<file path="src/design/tsc_div.sv">
// iterative restoring divider, one quotient bit per cycle, several lanes sharing one divisor
module tsc_div #(
  parameter int LANES = 3,
  parameter int DVD_W = 46,
  parameter int DVS_W = 7
) (
  input  logic                         clk_i,
  input  logic                         rst_ni,
  input  logic                         start_i,
  input  logic [LANES-1:0][DVD_W-1:0]  dividend_i,
  input  logic [DVS_W-1:0]             divisor_i,
  output logic                         done_o,
  output logic [LANES-1:0][DVD_W-1:0]  quotient_o
);

  localparam int CW = $clog2(DVD_W + 1);

  logic                        busy_q, busy_d;
  logic                        done_q, done_d;
  logic [CW-1:0]               cnt_q, cnt_d;
  logic [DVS_W-1:0]            dvs_q, dvs_d;
  logic [LANES-1:0][DVD_W-1:0] quo_q, quo_d;
  logic [LANES-1:0][DVS_W-1:0] rem_q, rem_d;
  logic [DVS_W:0]              rem_sh;

  always_comb begin
    busy_d = busy_q;
    done_d = 1'b0;
    cnt_d  = cnt_q;
    dvs_d  = dvs_q;
    quo_d  = quo_q;
    rem_d  = rem_q;
    rem_sh = '0;
    if (start_i) begin
      busy_d = 1'b1;
      cnt_d  = CW'(DVD_W);
      dvs_d  = divisor_i;
      quo_d  = dividend_i;
      rem_d  = '0;
    end else if (busy_q) begin
      for (int l = 0; l < LANES; l++) begin
        rem_sh = {rem_q[l], quo_q[l][DVD_W-1]};
        if (rem_sh >= {1'b0, dvs_q}) begin
          rem_sh = rem_sh - {1'b0, dvs_q};
          quo_d[l] = {quo_q[l][DVD_W-2:0], 1'b1};
        end else begin
          quo_d[l] = {quo_q[l][DVD_W-2:0], 1'b0};
        end
        rem_d[l] = rem_sh[DVS_W-1:0];
      end
      cnt_d = cnt_q - 1'b1;
      if (cnt_q == CW'(1)) begin
        busy_d = 1'b0;
        done_d = 1'b1;
      end
    end
  end

  always_ff @(posedge clk_i or negedge rst_ni) begin
    if (!rst_ni) begin
      busy_q <= 1'b0;
      done_q <= 1'b0;
      cnt_q  <= '0;
    end else begin
      busy_q <= busy_d;
      done_q <= done_d;
      cnt_q  <= cnt_d;
    end
  end

  always_ff @(posedge clk_i) begin
    dvs_q <= dvs_d;
    quo_q <= quo_d;
    rem_q <= rem_d;
  end

  assign done_o     = done_q;
  assign quotient_o = quo_q;

endmodule

</file>
<file path="config.mk">
export PLATFORM = sky130hd
export DESIGN_NAME = tsc_div
export DESIGN_NICKNAME = d
export VERILOG_FILES = /design/src/design/tsc_div.sv
export SDC_FILE = /design/constraint.sdc
export NUM_CORES = 1
export LEC_CHECK = 0
export BUFFER_PORTS_ARGS = -buffer_cell sky130_fd_sc_hd__buf_2
export CORE_MARGIN = 2
export CORE_UTILIZATION = 46
export DETAILED_ROUTE_END_ITERATION = 10
export PLACE_DENSITY_LB_ADDON = 0.15
export SLEW_MARGIN = 20
export SYNTH_ARGS = -nofsm -noshare
export SYNTH_HDL_FRONTEND = slang
export SYNTH_SLANG_ARGS = --single-unit
</file>
<file path="constraint.sdc">
create_clock -name clk_i -period 3.9 [get_ports clk_i]
set_clock_uncertainty 0.1 [all_clocks]
set_input_delay 0.195 -clock clk_i [delete_from_list [all_inputs] [get_ports clk_i]]
set_output_delay 0.195 -clock clk_i [all_outputs]
set_load 0.02 [all_outputs]
</file>
==> flow_summary.json <==
{
  "run_status": "finished, final reports clean",
  "crit_type": "reg2reg",
  "synth_top_family_by_area": "multiplexers",
  "area_growth_pct": 41.28,
  "synth_edf_count": 145,
  "timing.max_cap.violations": 0,
  "fin_crit_sh_pct": 60.39,
  "synthXorXnorAreaFrac_pct": 1.095,
  "ctsResizeCount": 0,
  "yosysWarnings": 0,
  "cts-root-buf": "clkbuf_16",
  "antenna_found_initial": 1,
  "cp_slowest_cell": "nor3_1",
  "dp_hpwl_um": 16380,
  "synth_nets": 815,
  "worst_pin_slew_ns": 0.7765,
  "crit_chain": "inv_1 -> ha_1 -> a211oi_2 -> nand2_1 -> nor3_1 -> mux2i_1",
  "ys_ff_latch": 174,
  "cts.path.max_buffers": 2,
  "hp-class": "in2reg",
  "power_density_nw_per_um2": 515.0,
  "tns_ns": 0,
  "gp_congestion": 0.8473,
  "hold_depth": 2,
  "synth-adder-area-share_pct": 3.953,
  "start_util_pct": 46.89,
  "gr-usage-all-layers_pct": 24.85,
  "rr_worst_depth": 6,
  "clk_latency_ns": 0.43,
  "hp-start": "dividend_i[9]",
  "design.core.area_um2": 18770,
  "synth_area_um2": 8800,
  "synthCells": 641,
  "synth.mux.area_fraction_pct": 17.63,
  "r2r_end": "quotient_o[46]$_DFFE_PP_",
  "path_clk_slew_ns": 0.07,
  "drive_above_1_share_pct": 44.92,
  "critPathArrivalTime_ns": 2.40,
  "synth_compound_area_share_pct": 8.375,
  "synth_ff_type": "edfxtp_1",
  "grt_max_degree": 87,
  "worst-path-buf-inv": 1,
  "rsz0062_at_grt": "false",
  "wl_per_cell_um": 19.35,
  "vias": 7068,
  "fmax_ghz": 0.4246,
  "num_rows": 50,
  "cts_num_sinks": 174,
  "required_ns": 3.95,
  "cp-end-kind": "flip-flop",
  "relSlewSlack_pct": 48.23,
  "cp-start-kind": "flip-flop",
  "die_x_um": 142.3,
  "drc": 0,
  "hold_end": "quotient_o[9]$_DFFE_PP_",
  "slowest_delay_ns": 0.59,
  "synthSimpleGateAreaFrac_pct": 9.484,
  "cts_buffers": 17,
  "rr_startpoint": "dvs_q[6]$_DFFE_PP_",
  "die_h_um": 142.3,
  "cts_tree": "done",
  "ys_seq_area_share_pct": 56.53,
  "cpLargestDelayFamily": "simple AND/OR/NAND/NOR gates",
  "postSynthAreaPerCell_um2": 13.73,
  "grt_pass1_vias": 7271,
  "first_pass_iters": 5,
  "grt_pass1_wl_um": 39030,
  "peakVddDrop_v": 0.0003518,
  "synthTopCellsByArea": "edfxtp_1 49%, mux2_2 17%, dfxtp_1 4.8%",
  "vias_per_cell": 5.404,
  "rrSetupSlack_ns": 1.54,
  "hold_violations": 0,
  "p_leak_nw": 5.208,
  "io_buffers": 286,
  "final_nets": 1234,
  "crit_fanout": 7,
  "maxSlewViolCount": 0,
  "synth_cell_types": 59,
  "synth_top_area_cell": "edfxtp_1",
  "htreeDepth": 4,
  "postRouteAntennaNets": 0,
  "synth_top_area_share_pct": 49.48,
  "dp_cells": 1131,
  "synthArstFlopShare_pct": 4.598,
  "drt-initial-drc-count": 344,
  "gr-total-overflow": 0,
  "die-area_um2": 20250,
  "period_minus_slack_ns": 2.355,
  "stdcell_count": 1308,
  "pin_count": 287,
  "setup_viol": 0,
  "drt-total-wl_um": 25310
}
==> Yosys cell counts, drive strengths merged (2+ instances only) <==
cell and count:
and2b 2, a41oi 12, o2111a 3, clkbuf 9, mux2i 2, o22a 3, xor2 2, nand3b 2
mux2 136, nand2b 17, nor2b 10, fa 3, nor3 8, dfxtp 21, a221o 2, o21ai 13
o311ai 5, nand2 22, nand3 8, edfxtp 145, a311oi 7, dfrtp 8, a311o 4, ha 23
and2 4, nor2 34, a211oi 10, o31ai 11, o211a 2, nand4 7, or2 7, o221ai 2
a211o 3, o21a 5, a21oi 3, or3b 4, nor3b 19, buf 26, inv 21, xnor2 9
==> metrics by stage <==
step                      total power, mW  worst slack (ns)  area [um2]  util, %  hold slack, ns
after global routing                6.738             1.386       12430    66.24        0.004816
after global placement              4.603             1.510       10420    55.51        -0.04263
final                               6.402             1.545       12430    66.24         0.02069
after floorplan                     4.049            0.2915        8803        -         -0.2006
after CTS                           6.398             1.540       12430    66.23        0.001776
after detailed placement            4.609             1.523       10420    55.51        -0.04517
==> sequential cells by signal, summed over array words and instances, names as in the netlist <==
signal,count
quotient_o,138
busy_q,1
dvs_q,7
rem_q,21
done_o,1
cnt_q,6
==> cell type report <==
| type | instances | area (um2) |
|---|---|---|
| fillers | 1368 | 6336 |
| flip-flops and latches | 174 | 4975 |
| multi-input cells | 411 | 3567 |
| repair buffers | 435 | 2942 |
| clock buffers | 17 | 425.4 |
| well taps | 234 | 292.8 |
| clock inverters | 15 | 145.1 |
| inverters | 21 | 82.58 |
| diodes | 1 | 2.502 |
==> how the worst max path moves through the flow <==
stage	from	endpoint	slack, ns	depth (start not counted)
after floorplan	busy_q$_DFF_PN0_	quotient_o[0]$_DFFE_PP_	0.29	5
after global placement	start_i	quotient_o[22]$_DFFE_PP_	1.51	4
after detailed placement	start_i	quotient_o[22]$_DFFE_PP_	1.52	4
after CTS	dvs_q[6]$_DFFE_PP_	quotient_o[46]$_DFFE_PP_	1.54	6
after global routing	dvs_q[6]$_DFFE_PP_	quotient_o[46]$_DFFE_PP_	1.39	6
final	dvs_q[6]$_DFFE_PP_	quotient_o[46]$_DFFE_PP_	1.54	6
==> power breakdown <==
part / leakage, nW / total, mW / internal [mW] / switching, mW
sequential: 1.79 / 2.55 / 2.34 / 0.209
combinational: 3.14 / 2.18 / 0.987 / 1.20
clock: 0.272 / 1.67 / 0.849 / 0.820
total: 5.21 / 6.40 / 4.17 / 2.23
==> routing by layer <==
layer	routed length [um]	global-route usage (%)	share of wire [%]
met1	10500	30.94	41
met2	12890	42.66	51
met3	1315	5.754	5.2
met4	605	8.702	2.4
met5	0	0	0
==> timing repair <==
action                     in CTS  in global routing
hold buffers                  144                  0
hold endpoints to repair      151                  0
setup endpoints to repair       0                  0
buffers inserted                0                  0
==> cells in the final DEF (no fill, tap or decap), types with 4 or more instances in the layout <==
cell / n
buf_2: 285
nor2b_1: 10
a211oi_2: 6
nand3_1: 5
dfrtp_1: 8
a311o_1: 4
nand4_1: 7
nor3_1: 7
o31ai_1: 11
a211oi_1: 4
nand2_1: 22
clkinvlp_4: 4
a41oi_1: 12
dfxtp_1: 21
nor3b_1: 19
inv_1: 20
ha_1: 23
and2_1: 4
or2_2: 5
a311oi_1: 5
nand2b_1: 17
clkbuf_16: 17
mux2_2: 136
dlygate4sd3_1: 144
inv_8: 6
o21a_1: 5
xnor2_1: 9
or3b_2: 4
o21ai_0: 11
edfxtp_1: 145
nor2_1: 34
==> cell families after synthesis <==
kind of cell,count (synthesis)
compound gates,88
xor+xnor,11
fa+ha+maj,26
buf+inv,56
flops,174
mux,138
simple gates,148
==> worst register-to-register path, delay by kind of cell (launching register included) <==
family | cells | cell delay, ns
buffers and inverters | 1 | 0.17
muxes | 1 | 0.16
AOI/OAI and AO/OA | 1 | 0.23
adders and majority gates | 1 | 0.35
DFF | 1 | 0.36
and+or+nand+nor | 2 | 0.70
(Power assumes the default switching activity.)
