--- config.mk ---
export PLATFORM = sky130hd
export DESIGN_NAME = tsc_ram
export DESIGN_NICKNAME = d
export VERILOG_FILES = /design/src/design/tsc_ram.sv
export SDC_FILE = /design/constraint.sdc
export NUM_CORES = 1
export LEC_CHECK = 0
export BUFFER_PORTS_ARGS = -buffer_cell sky130_fd_sc_hd__buf_2
export CELL_PAD_IN_SITES_DETAIL_PLACEMENT = 0
export CELL_PAD_IN_SITES_GLOBAL_PLACEMENT = 1
export CORE_UTILIZATION = 39
export DETAILED_ROUTE_END_ITERATION = 7
export PLACE_DENSITY_LB_ADDON = 0.05
export REMOVE_ABC_BUFFERS = 1
export SLEW_MARGIN = 40
export SYNTH_ARGS = -nofsm -noshare
export SYNTH_HDL_FRONTEND = slang
export SYNTH_SLANG_ARGS = --single-unit
--- constraint.sdc ---
create_clock -name clk_i -period 3.6 [get_ports clk_i]
set_input_delay 0.18 -clock clk_i [delete_from_list [all_inputs] [get_ports clk_i]]
set_output_delay 0.18 -clock clk_i [all_outputs]
set_load 0.02 [all_outputs]
--- src/design/tsc_ram.sv ---
// generic single-port-write, single-port-read ram with registered read
module tsc_ram #(
  parameter int WIDTH = 8,
  parameter int DEPTH = 16
) (
  input  logic                     clk_i,
  input  logic                     we_i,
  input  logic [$clog2(DEPTH)-1:0] waddr_i,
  input  logic [WIDTH-1:0]         wdata_i,
  input  logic                     re_i,
  input  logic [$clog2(DEPTH)-1:0] raddr_i,
  output logic [WIDTH-1:0]         rdata_o
);

  logic [WIDTH-1:0] mem_q [DEPTH];
  logic [WIDTH-1:0] rdata_q;

  always_ff @(posedge clk_i) begin
    if (we_i) begin
      mem_q[waddr_i] <= wdata_i;
    end
    if (re_i) begin
      rdata_q <= mem_q[raddr_i];
    end
  end

  assign rdata_o = rdata_q;

endmodule

==> results of run 1 <==
## metal layers
| layer | wire (um) | up-vias |
|---|---|---|
| li1 | - | 1053 |
| met1 | 4759 | 1199 |
| met2 | 5046 | 58 |
| met3 | 406 | 13 |
| met4 | 170 | 0 |
| met5 | 0 | - |
## area by class of cell
| cell class | instances | area share |
|---|---|---|
| timing repair buffer | 29 | 0.02564 |
| tap | 172 | 0.03557 |
| sequential | 136 | 0.6749 |
| clock buffer | 21 | 0.07279 |
| clock inverter | 8 | 0.005790 |
| multi-input combinational | 83 | 0.1853 |
## worst paths after layout
path	from	to	slack (ns)	cells after the start
setup / recovery	raddr_i[0]	rdata_o[3]$_DFFE_PP_	1.95	5
hold / removal	re_i	rdata_o[5]$_DFFE_PP_	0.14	1
setup reg to reg	mem_q[10][3]$_DFFE_PP_	rdata_o[3]$_DFFE_PP_	2.05	3
hold reg to reg	mem_q[14][2]$_DFFE_PP_	rdata_o[2]$_DFFE_PP_	0.74	3
## logic make-up (layout without fill, tap and decap cells)
| family | after synthesis | after routing | synth area share |
|---|---|---|---|
| simple gates | 35 | 35 | 0.03136 |
| buf+inv | 10 | 58 | 0.01651 |
| flops | 136 | 136 | 0.7812 |
| mux | 32 | 32 | 0.1479 |
| compound gates | 16 | 16 | 0.02298 |
## synthesized netlist by cell type
cell,count
nor3_1,4
clkdlybuf4s25_2,3
mux4_2,18
a22oi_1,16
and2_1,1
edfxtp_1,136
nand2b_1,2
or3b_2,1
nand2_1,9
buf_2,3
buf_4,1
nor2_1,13
nand3b_1,2
buf_6,3
mux4_1,14
and2b_1,1
nor2b_1,1
nand3_1,1
## power breakdown
part	total [mW]	switching [mW]	internal [mW]
registers	1.80	0.00907	1.79
clock network	1.42	0.573	0.849
logic	0.168	0.105	0.0639
## sequential cells by signal, summed over array words and instances (netlist names)
| register | cells |
|---|---|
| mem_q | 128 |
| rdata_o | 8 |
## critical path, delay by kind of cell
kind                   cells  cell delay [ns]
buffers and inverters      2             0.67
AND/OR/NAND/NOR            1             0.11
multiplexers               1             0.58
AO/OA/AOI/OAI              1             0.24
## cell usage in the layout (no fill, tap or decap)
cell type and n:
edfxtp_1 136, buf_2 25, mux4_2 18, clkbuf_16 17, a22oi_1 16, mux4_1 14, nor2_2 12, nand2_1 9
clkinv_2 4, clkbuf_1 4, clkinv_1 4, buf_4 4, nor3_4 3, nand3b_1 2, nand2b_1 2, nor2b_1 1
and2_1 1, nor2_1 1, and2b_1 1, nand3_1 1, or3b_2 1, nor3_1 1
==> impl_metrics.py, run 1 <==
metrics = {
    "run_status": {
        "status": "complete, no violations",
    },
    "yosys": {
        "yosysTopAreaCell": "edfxtp_1",
        "synthCells": 229,
        "synth_area_um2": 5228,
        "avgSynthCellArea_um2": 22.83,
        "yosysSeqAreaShare": 0.7812,
        "yosys-top-cells-area": "edfxtp_1 78%, mux4_2 7.8%, mux4_1 7.0%, a22oi_1 2.3%, nor2_1 0.93%",
        "synth_top_area_frac": 0.7812,
        "yosys.cell_types.count": 18,
        "synth_warnings": 0,
        "synth-seq-cells": 136,
    },
    "sta": {
        "worst_slack_ns": 1.954,
        "setup_violations": 0,
        "whs_ns": 0.1394,
        "slew_violations": 0,
        "finalHoldViolCount": 0,
        "slew-limit-headroom": 0.4664,
        "finalClockSkew_ns": 0.008372,
        "tns_ns": 0,
        "min_period_ns": 1.646,
        "rsz0062_at_grt": "false",
        "fmax_mhz": 607.6,
        "worst_slew_pin_slew_ns": 0.7988,
        "fin_crit_sh": 0.4572,
    },
    "pwr": {
        "vdd_drop_max_uv": 246.6,
        "leakagePower_nw": 1.970,
        "powerDensity_nw_per_um2": 559.5,
        "power_mw": 3.385,
    },
    "die": {
        "placementRows": 41,
        "die_h_um": 117.8,
        "initial_core_util": 0.4076,
        "die_w_um": 117.8,
        "io_pins": 27,
        "core_area_um2": 12820,
        "die_area_um2": 13870,
    },
    "grt": {
        "track_usage": 0.1653,
        "overflow": 0,
        "grt_antenna_before_repair": 0,
        "grtUsageMet3": 0.04457,
        "met2_usage": 0.2474,
        "grt_pass1_vias": 2428,
        "grt_max_degree": 33,
        "grt_pass1_wl_mm": 15.48,
        "grt_busiest_layer": "met2",
        "grtUsageMet1": 0.2235,
    },
    "final_layout": {
        "multiInputGateArea_um2": 1121,
        "regArea_um2": 4084,
        "fin_nets": 286,
        "post-route-cell-area_um2": 6051,
        "area_delta_synth_final_pct": 15.75,
        "fillers": 1068,
        "diodes": 0,
        "layout-drive-gt1-share": 0.3032,
        "instances_no_fill": 449,
        "final_util": 0.4718,
    },
    "routing": {
        "drtPass1Iterations": 4,
        "drtIter0Drc": 201,
        "routed_wl_mm": 10.38,
        "drc_errors": 0,
        "ant_nets": 0,
        "avgRoutedWirePerCell_um": 23.12,
        "routed-via-count": 2323,
        "via_per_inst": 5.174,
    },
    "worst_setup_path": {
        "cp_max_fo": 13,
        "worst_setup_path_start_kind": "input port",
        "slowest_delay_ns": 0.58,
        "crit_required_ns": 3.74,
        "critPathKind": "input port to flop",
        "critical_path.cell_chain": "buf_2 > buf_4 > mux4_1 > a22oi_1 > nand2_1",
        "arrival_ns": 1.79,
        "slowest_stage": "mux4_1",
        "end_kind": "flop",
    },
    "clock_network": {
        "cts_setup_buffers": 0,
        "clk_latency_ns": 0.41,
        "clkTransAtPathRegs_ns": 0.05,
        "ctsResizeCount": 0,
        "cts-root-buf": "clkbuf_16",
        "cts.sinks": 136,
        "ctsHoldBuffers": 0,
        "numCtsBuffers": 17,
        "cts_tree": "built",
        "htreeDepth": 4,
        "cts_buffer_depth": 2,
    },
    "place": {
        "placedCellCount": 420,
        "post-place-ws_ns": 1.479,
        "dp_hpwl_mm": 6.457,
        "placed_area_um2": 5575,
        "numPortBuffers": 26,
        "place.gp.congestion": 0.6578,
    },
    "worst_hold_path": {
        "hp-class": "input port to flop",
    },
    "flow_run": {
        "cap_violations": 0,
    },
}
(Power assumes the default switching activity.)
==> run 2, diff against run 1 <==
==> constraint.sdc (replaced) <==
create_clock -name clk_i -period 1.5 [get_ports clk_i]
set_input_delay 0.075 -clock clk_i [delete_from_list [all_inputs] [get_ports clk_i]]
set_output_delay 0.075 -clock clk_i [all_outputs]
set_load 0.02 [all_outputs]
==> run 2 against run 1 <==
Critical path depth fell by 2. Worst setup slack got worse by 1.9 ns. Die area did not move. Hold slack got worse by 0.10 ns. Count of clock-buffer cells in the layout fell by 3. Wire length rose by 2.9%. Non-clock buffer count rose by 27. Global-route usage rose by 0.40 points. Final area rose by 4.2%. Critical endpoint is now rdata_o[7]$_DFFE_PP_. Largest cell class unchanged. Highest routed layer unchanged.
==> impl_metrics.py, run 2 (same netlist as run 1, synthesis figures left out) <==
metrics = {
    "run_status": {
        "status": "complete, no violations",
    },
    "final_layout": {
        "area_delta_synth_final_pct": 20.66,
        "final_util": 0.4918,
        "fin_nets": 313,
        "largest_register_ffs": 128,
        "mostFrequentLayoutCell": "edfxtp_1",
        "layout-drive-gt1-share": 0.3550,
        "most-common-layout-cells": "136 x edfxtp_1, 28 x buf_4, 26 x buf_2",
        "regMostFlops": "mem_q",
        "instances_no_fill": 479,
        "fillers": 1080,
        "diodes": 0,
    },
    "place": {
        "dp_hpwl_mm": 7.054,
        "placedCellCount": 447,
        "place.gp.congestion": 0.6807,
        "numPortBuffers": 26,
        "post-place-ws_ns": -0.2087,
    },
    "sta": {
        "worst_slack_ns": 0.04788,
        "rsz0062_at_grt": "true",
        "finalHoldViolCount": 0,
        "worst_slew_pin_slew_ns": 0.8482,
        "slew_violations": 0,
        "fin_crit_sh": 0.9681,
        "min_period_ns": 1.452,
        "finalClockSkew_ns": 0.004646,
        "slew-limit-headroom": 0.4334,
        "fmax_mhz": 688.6,
        "setup_violations": 0,
        "whs_ns": 0.03922,
    },
    "grt": {
        "track_usage": 0.1693,
        "grt_pass1_vias": 2641,
        "grt_antenna_before_repair": 0,
        "overflow": 0,
        "grt_max_degree": 19,
        "grt_pass1_wl_mm": 16.22,
    },
    "worst_setup_path": {
        "cp_max_fo": 1,
        "worst_setup_path_start_kind": "flop",
        "worstRegToRegCells": 3,
        "critPathKind": "flop to flop",
        "end_kind": "flop",
        "arrival_ns": 1.61,
        "critical_path.cell_chain": "mux4_2 > a22oi_1 > nand2_1",
        "crit_required_ns": 1.65,
        "slowest_delay_ns": 0.48,
        "slowest_stage": "mux4_2",
    },
    "routing": {
        "via_per_inst": 5.058,
        "routed-via-count": 2423,
        "routed_wl_mm": 10.68,
        "drc_errors": 0,
        "drtPass1Iterations": 4,
        "ant_nets": 0,
        "avgRoutedWirePerCell_um": 22.30,
        "drtIter0Drc": 155,
    },
    "pwr": {
        "power.internal_mw": 6.857,
        "vdd_drop_max_uv": 710.0,
        "p_switching_mw": 1.711,
        "powerDensity_nw_per_um2": 1359,
        "switching_share": 0.1997,
        "power.share.clock": 0.445,
        "leakagePower_nw": 2.133,
        "p_comb_frac": 0.052,
        "p_seq_frac": 0.502,
    },
    "clock_network": {
        "cts_setup_buffers": 0,
        "cts.sinks": 136,
        "cts-root-buf": "clkbuf_16",
        "cts_buffer_depth": 2,
        "clk_latency_ns": 0.41,
        "ctsHoldBuffers": 0,
        "htreeDepth": 4,
        "cts_tree": "built",
        "numCtsBuffers": 17,
        "clkTransAtPathRegs_ns": 0.05,
    },
    "die": {
        "die_h_um": 117.8,
        "die_area_um2": 13870,
        "initial_core_util": 0.4076,
        "die_w_um": 117.8,
        "io_pins": 27,
        "core_area_um2": 12820,
        "placementRows": 41,
    },
    "worst_hold_path": {
        "hp-class": "input port to flop",
        "worstHoldPathCells": 1,
    },
    "flow_run": {
        "cap_violations": 0,
    },
}
## run 2: changes by cell type in the layout (fill, tap and decap cells not counted), moves of 2 or more
cell | previous run | this run
clkbuf_1 | 4 | 1
mux4_2 | 18 | 20
a22oi_2 | 0 | 6
bufinv_16 | 0 | 2
nor2_2 | 12 | 1
buf_12 | 0 | 2
a22oi_1 | 16 | 10
nor3_4 | 3 | 0
buf_4 | 4 | 28
nor3_1 | 1 | 4
clkinv_1 | 4 | 7
mux4_1 | 14 | 12
nor2_1 | 1 | 12
## run 2: area by class of cell
class / count / area, um^2 / area share
flip-flops and latches: 136 / 4084 / 0.6475
clock buffers: 18 / 429.2 / 0.06804
well taps: 172 / 215.2 / 0.03412
repair buffers: 56 / 380.4 / 0.06031
multi-input cells: 83 / 1085 / 0.1720
clock inverters: 14 / 113.9 / 0.01805
## run 2: worst paths after layout
kind / start / to / slack [ns]
setup / recovery: mem_q[10][7]$_DFFE_PP_ / rdata_o[7]$_DFFE_PP_ / 0.05
hold / removal: wdata_i[1] / mem_q[5][1]$_DFFE_PP_ / 0.04
hold reg to reg: mem_q[15][3]$_DFFE_PP_ / rdata_o[3]$_DFFE_PP_ / 0.75
setup reg to reg: mem_q[10][7]$_DFFE_PP_ / rdata_o[7]$_DFFE_PP_ / 0.05
## run 2: stage by stage
stage / TNS [ns] / total power [mW] / instance area [um^2]
floorplan: -0.5430 / 4.572 / 5141
global placement: -1.194 / 4.826 / 5737
detailed placement: -1.194 / 4.829 / 5737
CTS: 0 / 8.646 / 6290
global route: -0.008186 / 8.851 / 6307
finish: 0 / 8.569 / 6307
## run 2: power groups by stage
stage	Clock [mW]	Combinational, mW	Sequential [mW]
after detailed placement	0	0.447	4.38
after CTS	3.89	0.452	4.30
after global placement	0	0.444	4.38
after floorplan	0	0.171	4.40
final	3.82	0.449	4.30
after global routing	4.05	0.491	4.31
## run 2: routing by layer
| layer | share of wire | vias to the layer above | track usage |
|---|---|---|---|
| met5 | 0 | - | 0 |
| met4 | 0.013 | 0 | 0.07452 |
| met3 | 0.043 | 11 | 0.04700 |
| met2 | 0.48 | 55 | 0.2551 |
| met1 | 0.46 | 1247 | 0.2300 |
| li1 | - | 1110 | - |
## run 2: repair_timing
action / CTS / global route
cloned: 0 / 0
pin swaps: 0 / 3
endpoints found under the setup margin: 2 / 5
resized for setup: 2 / 7
## run 2: critical path, delay by kind of cell, from the launching register on
| kind | cells | cell delay, ns |
|---|---|---|
| muxes | 1 | 0.48 |
| DFF | 1 | 0.36 |
| AOI/OAI and AO/OA | 1 | 0.26 |
| and+or+nand+nor | 1 | 0.09 |
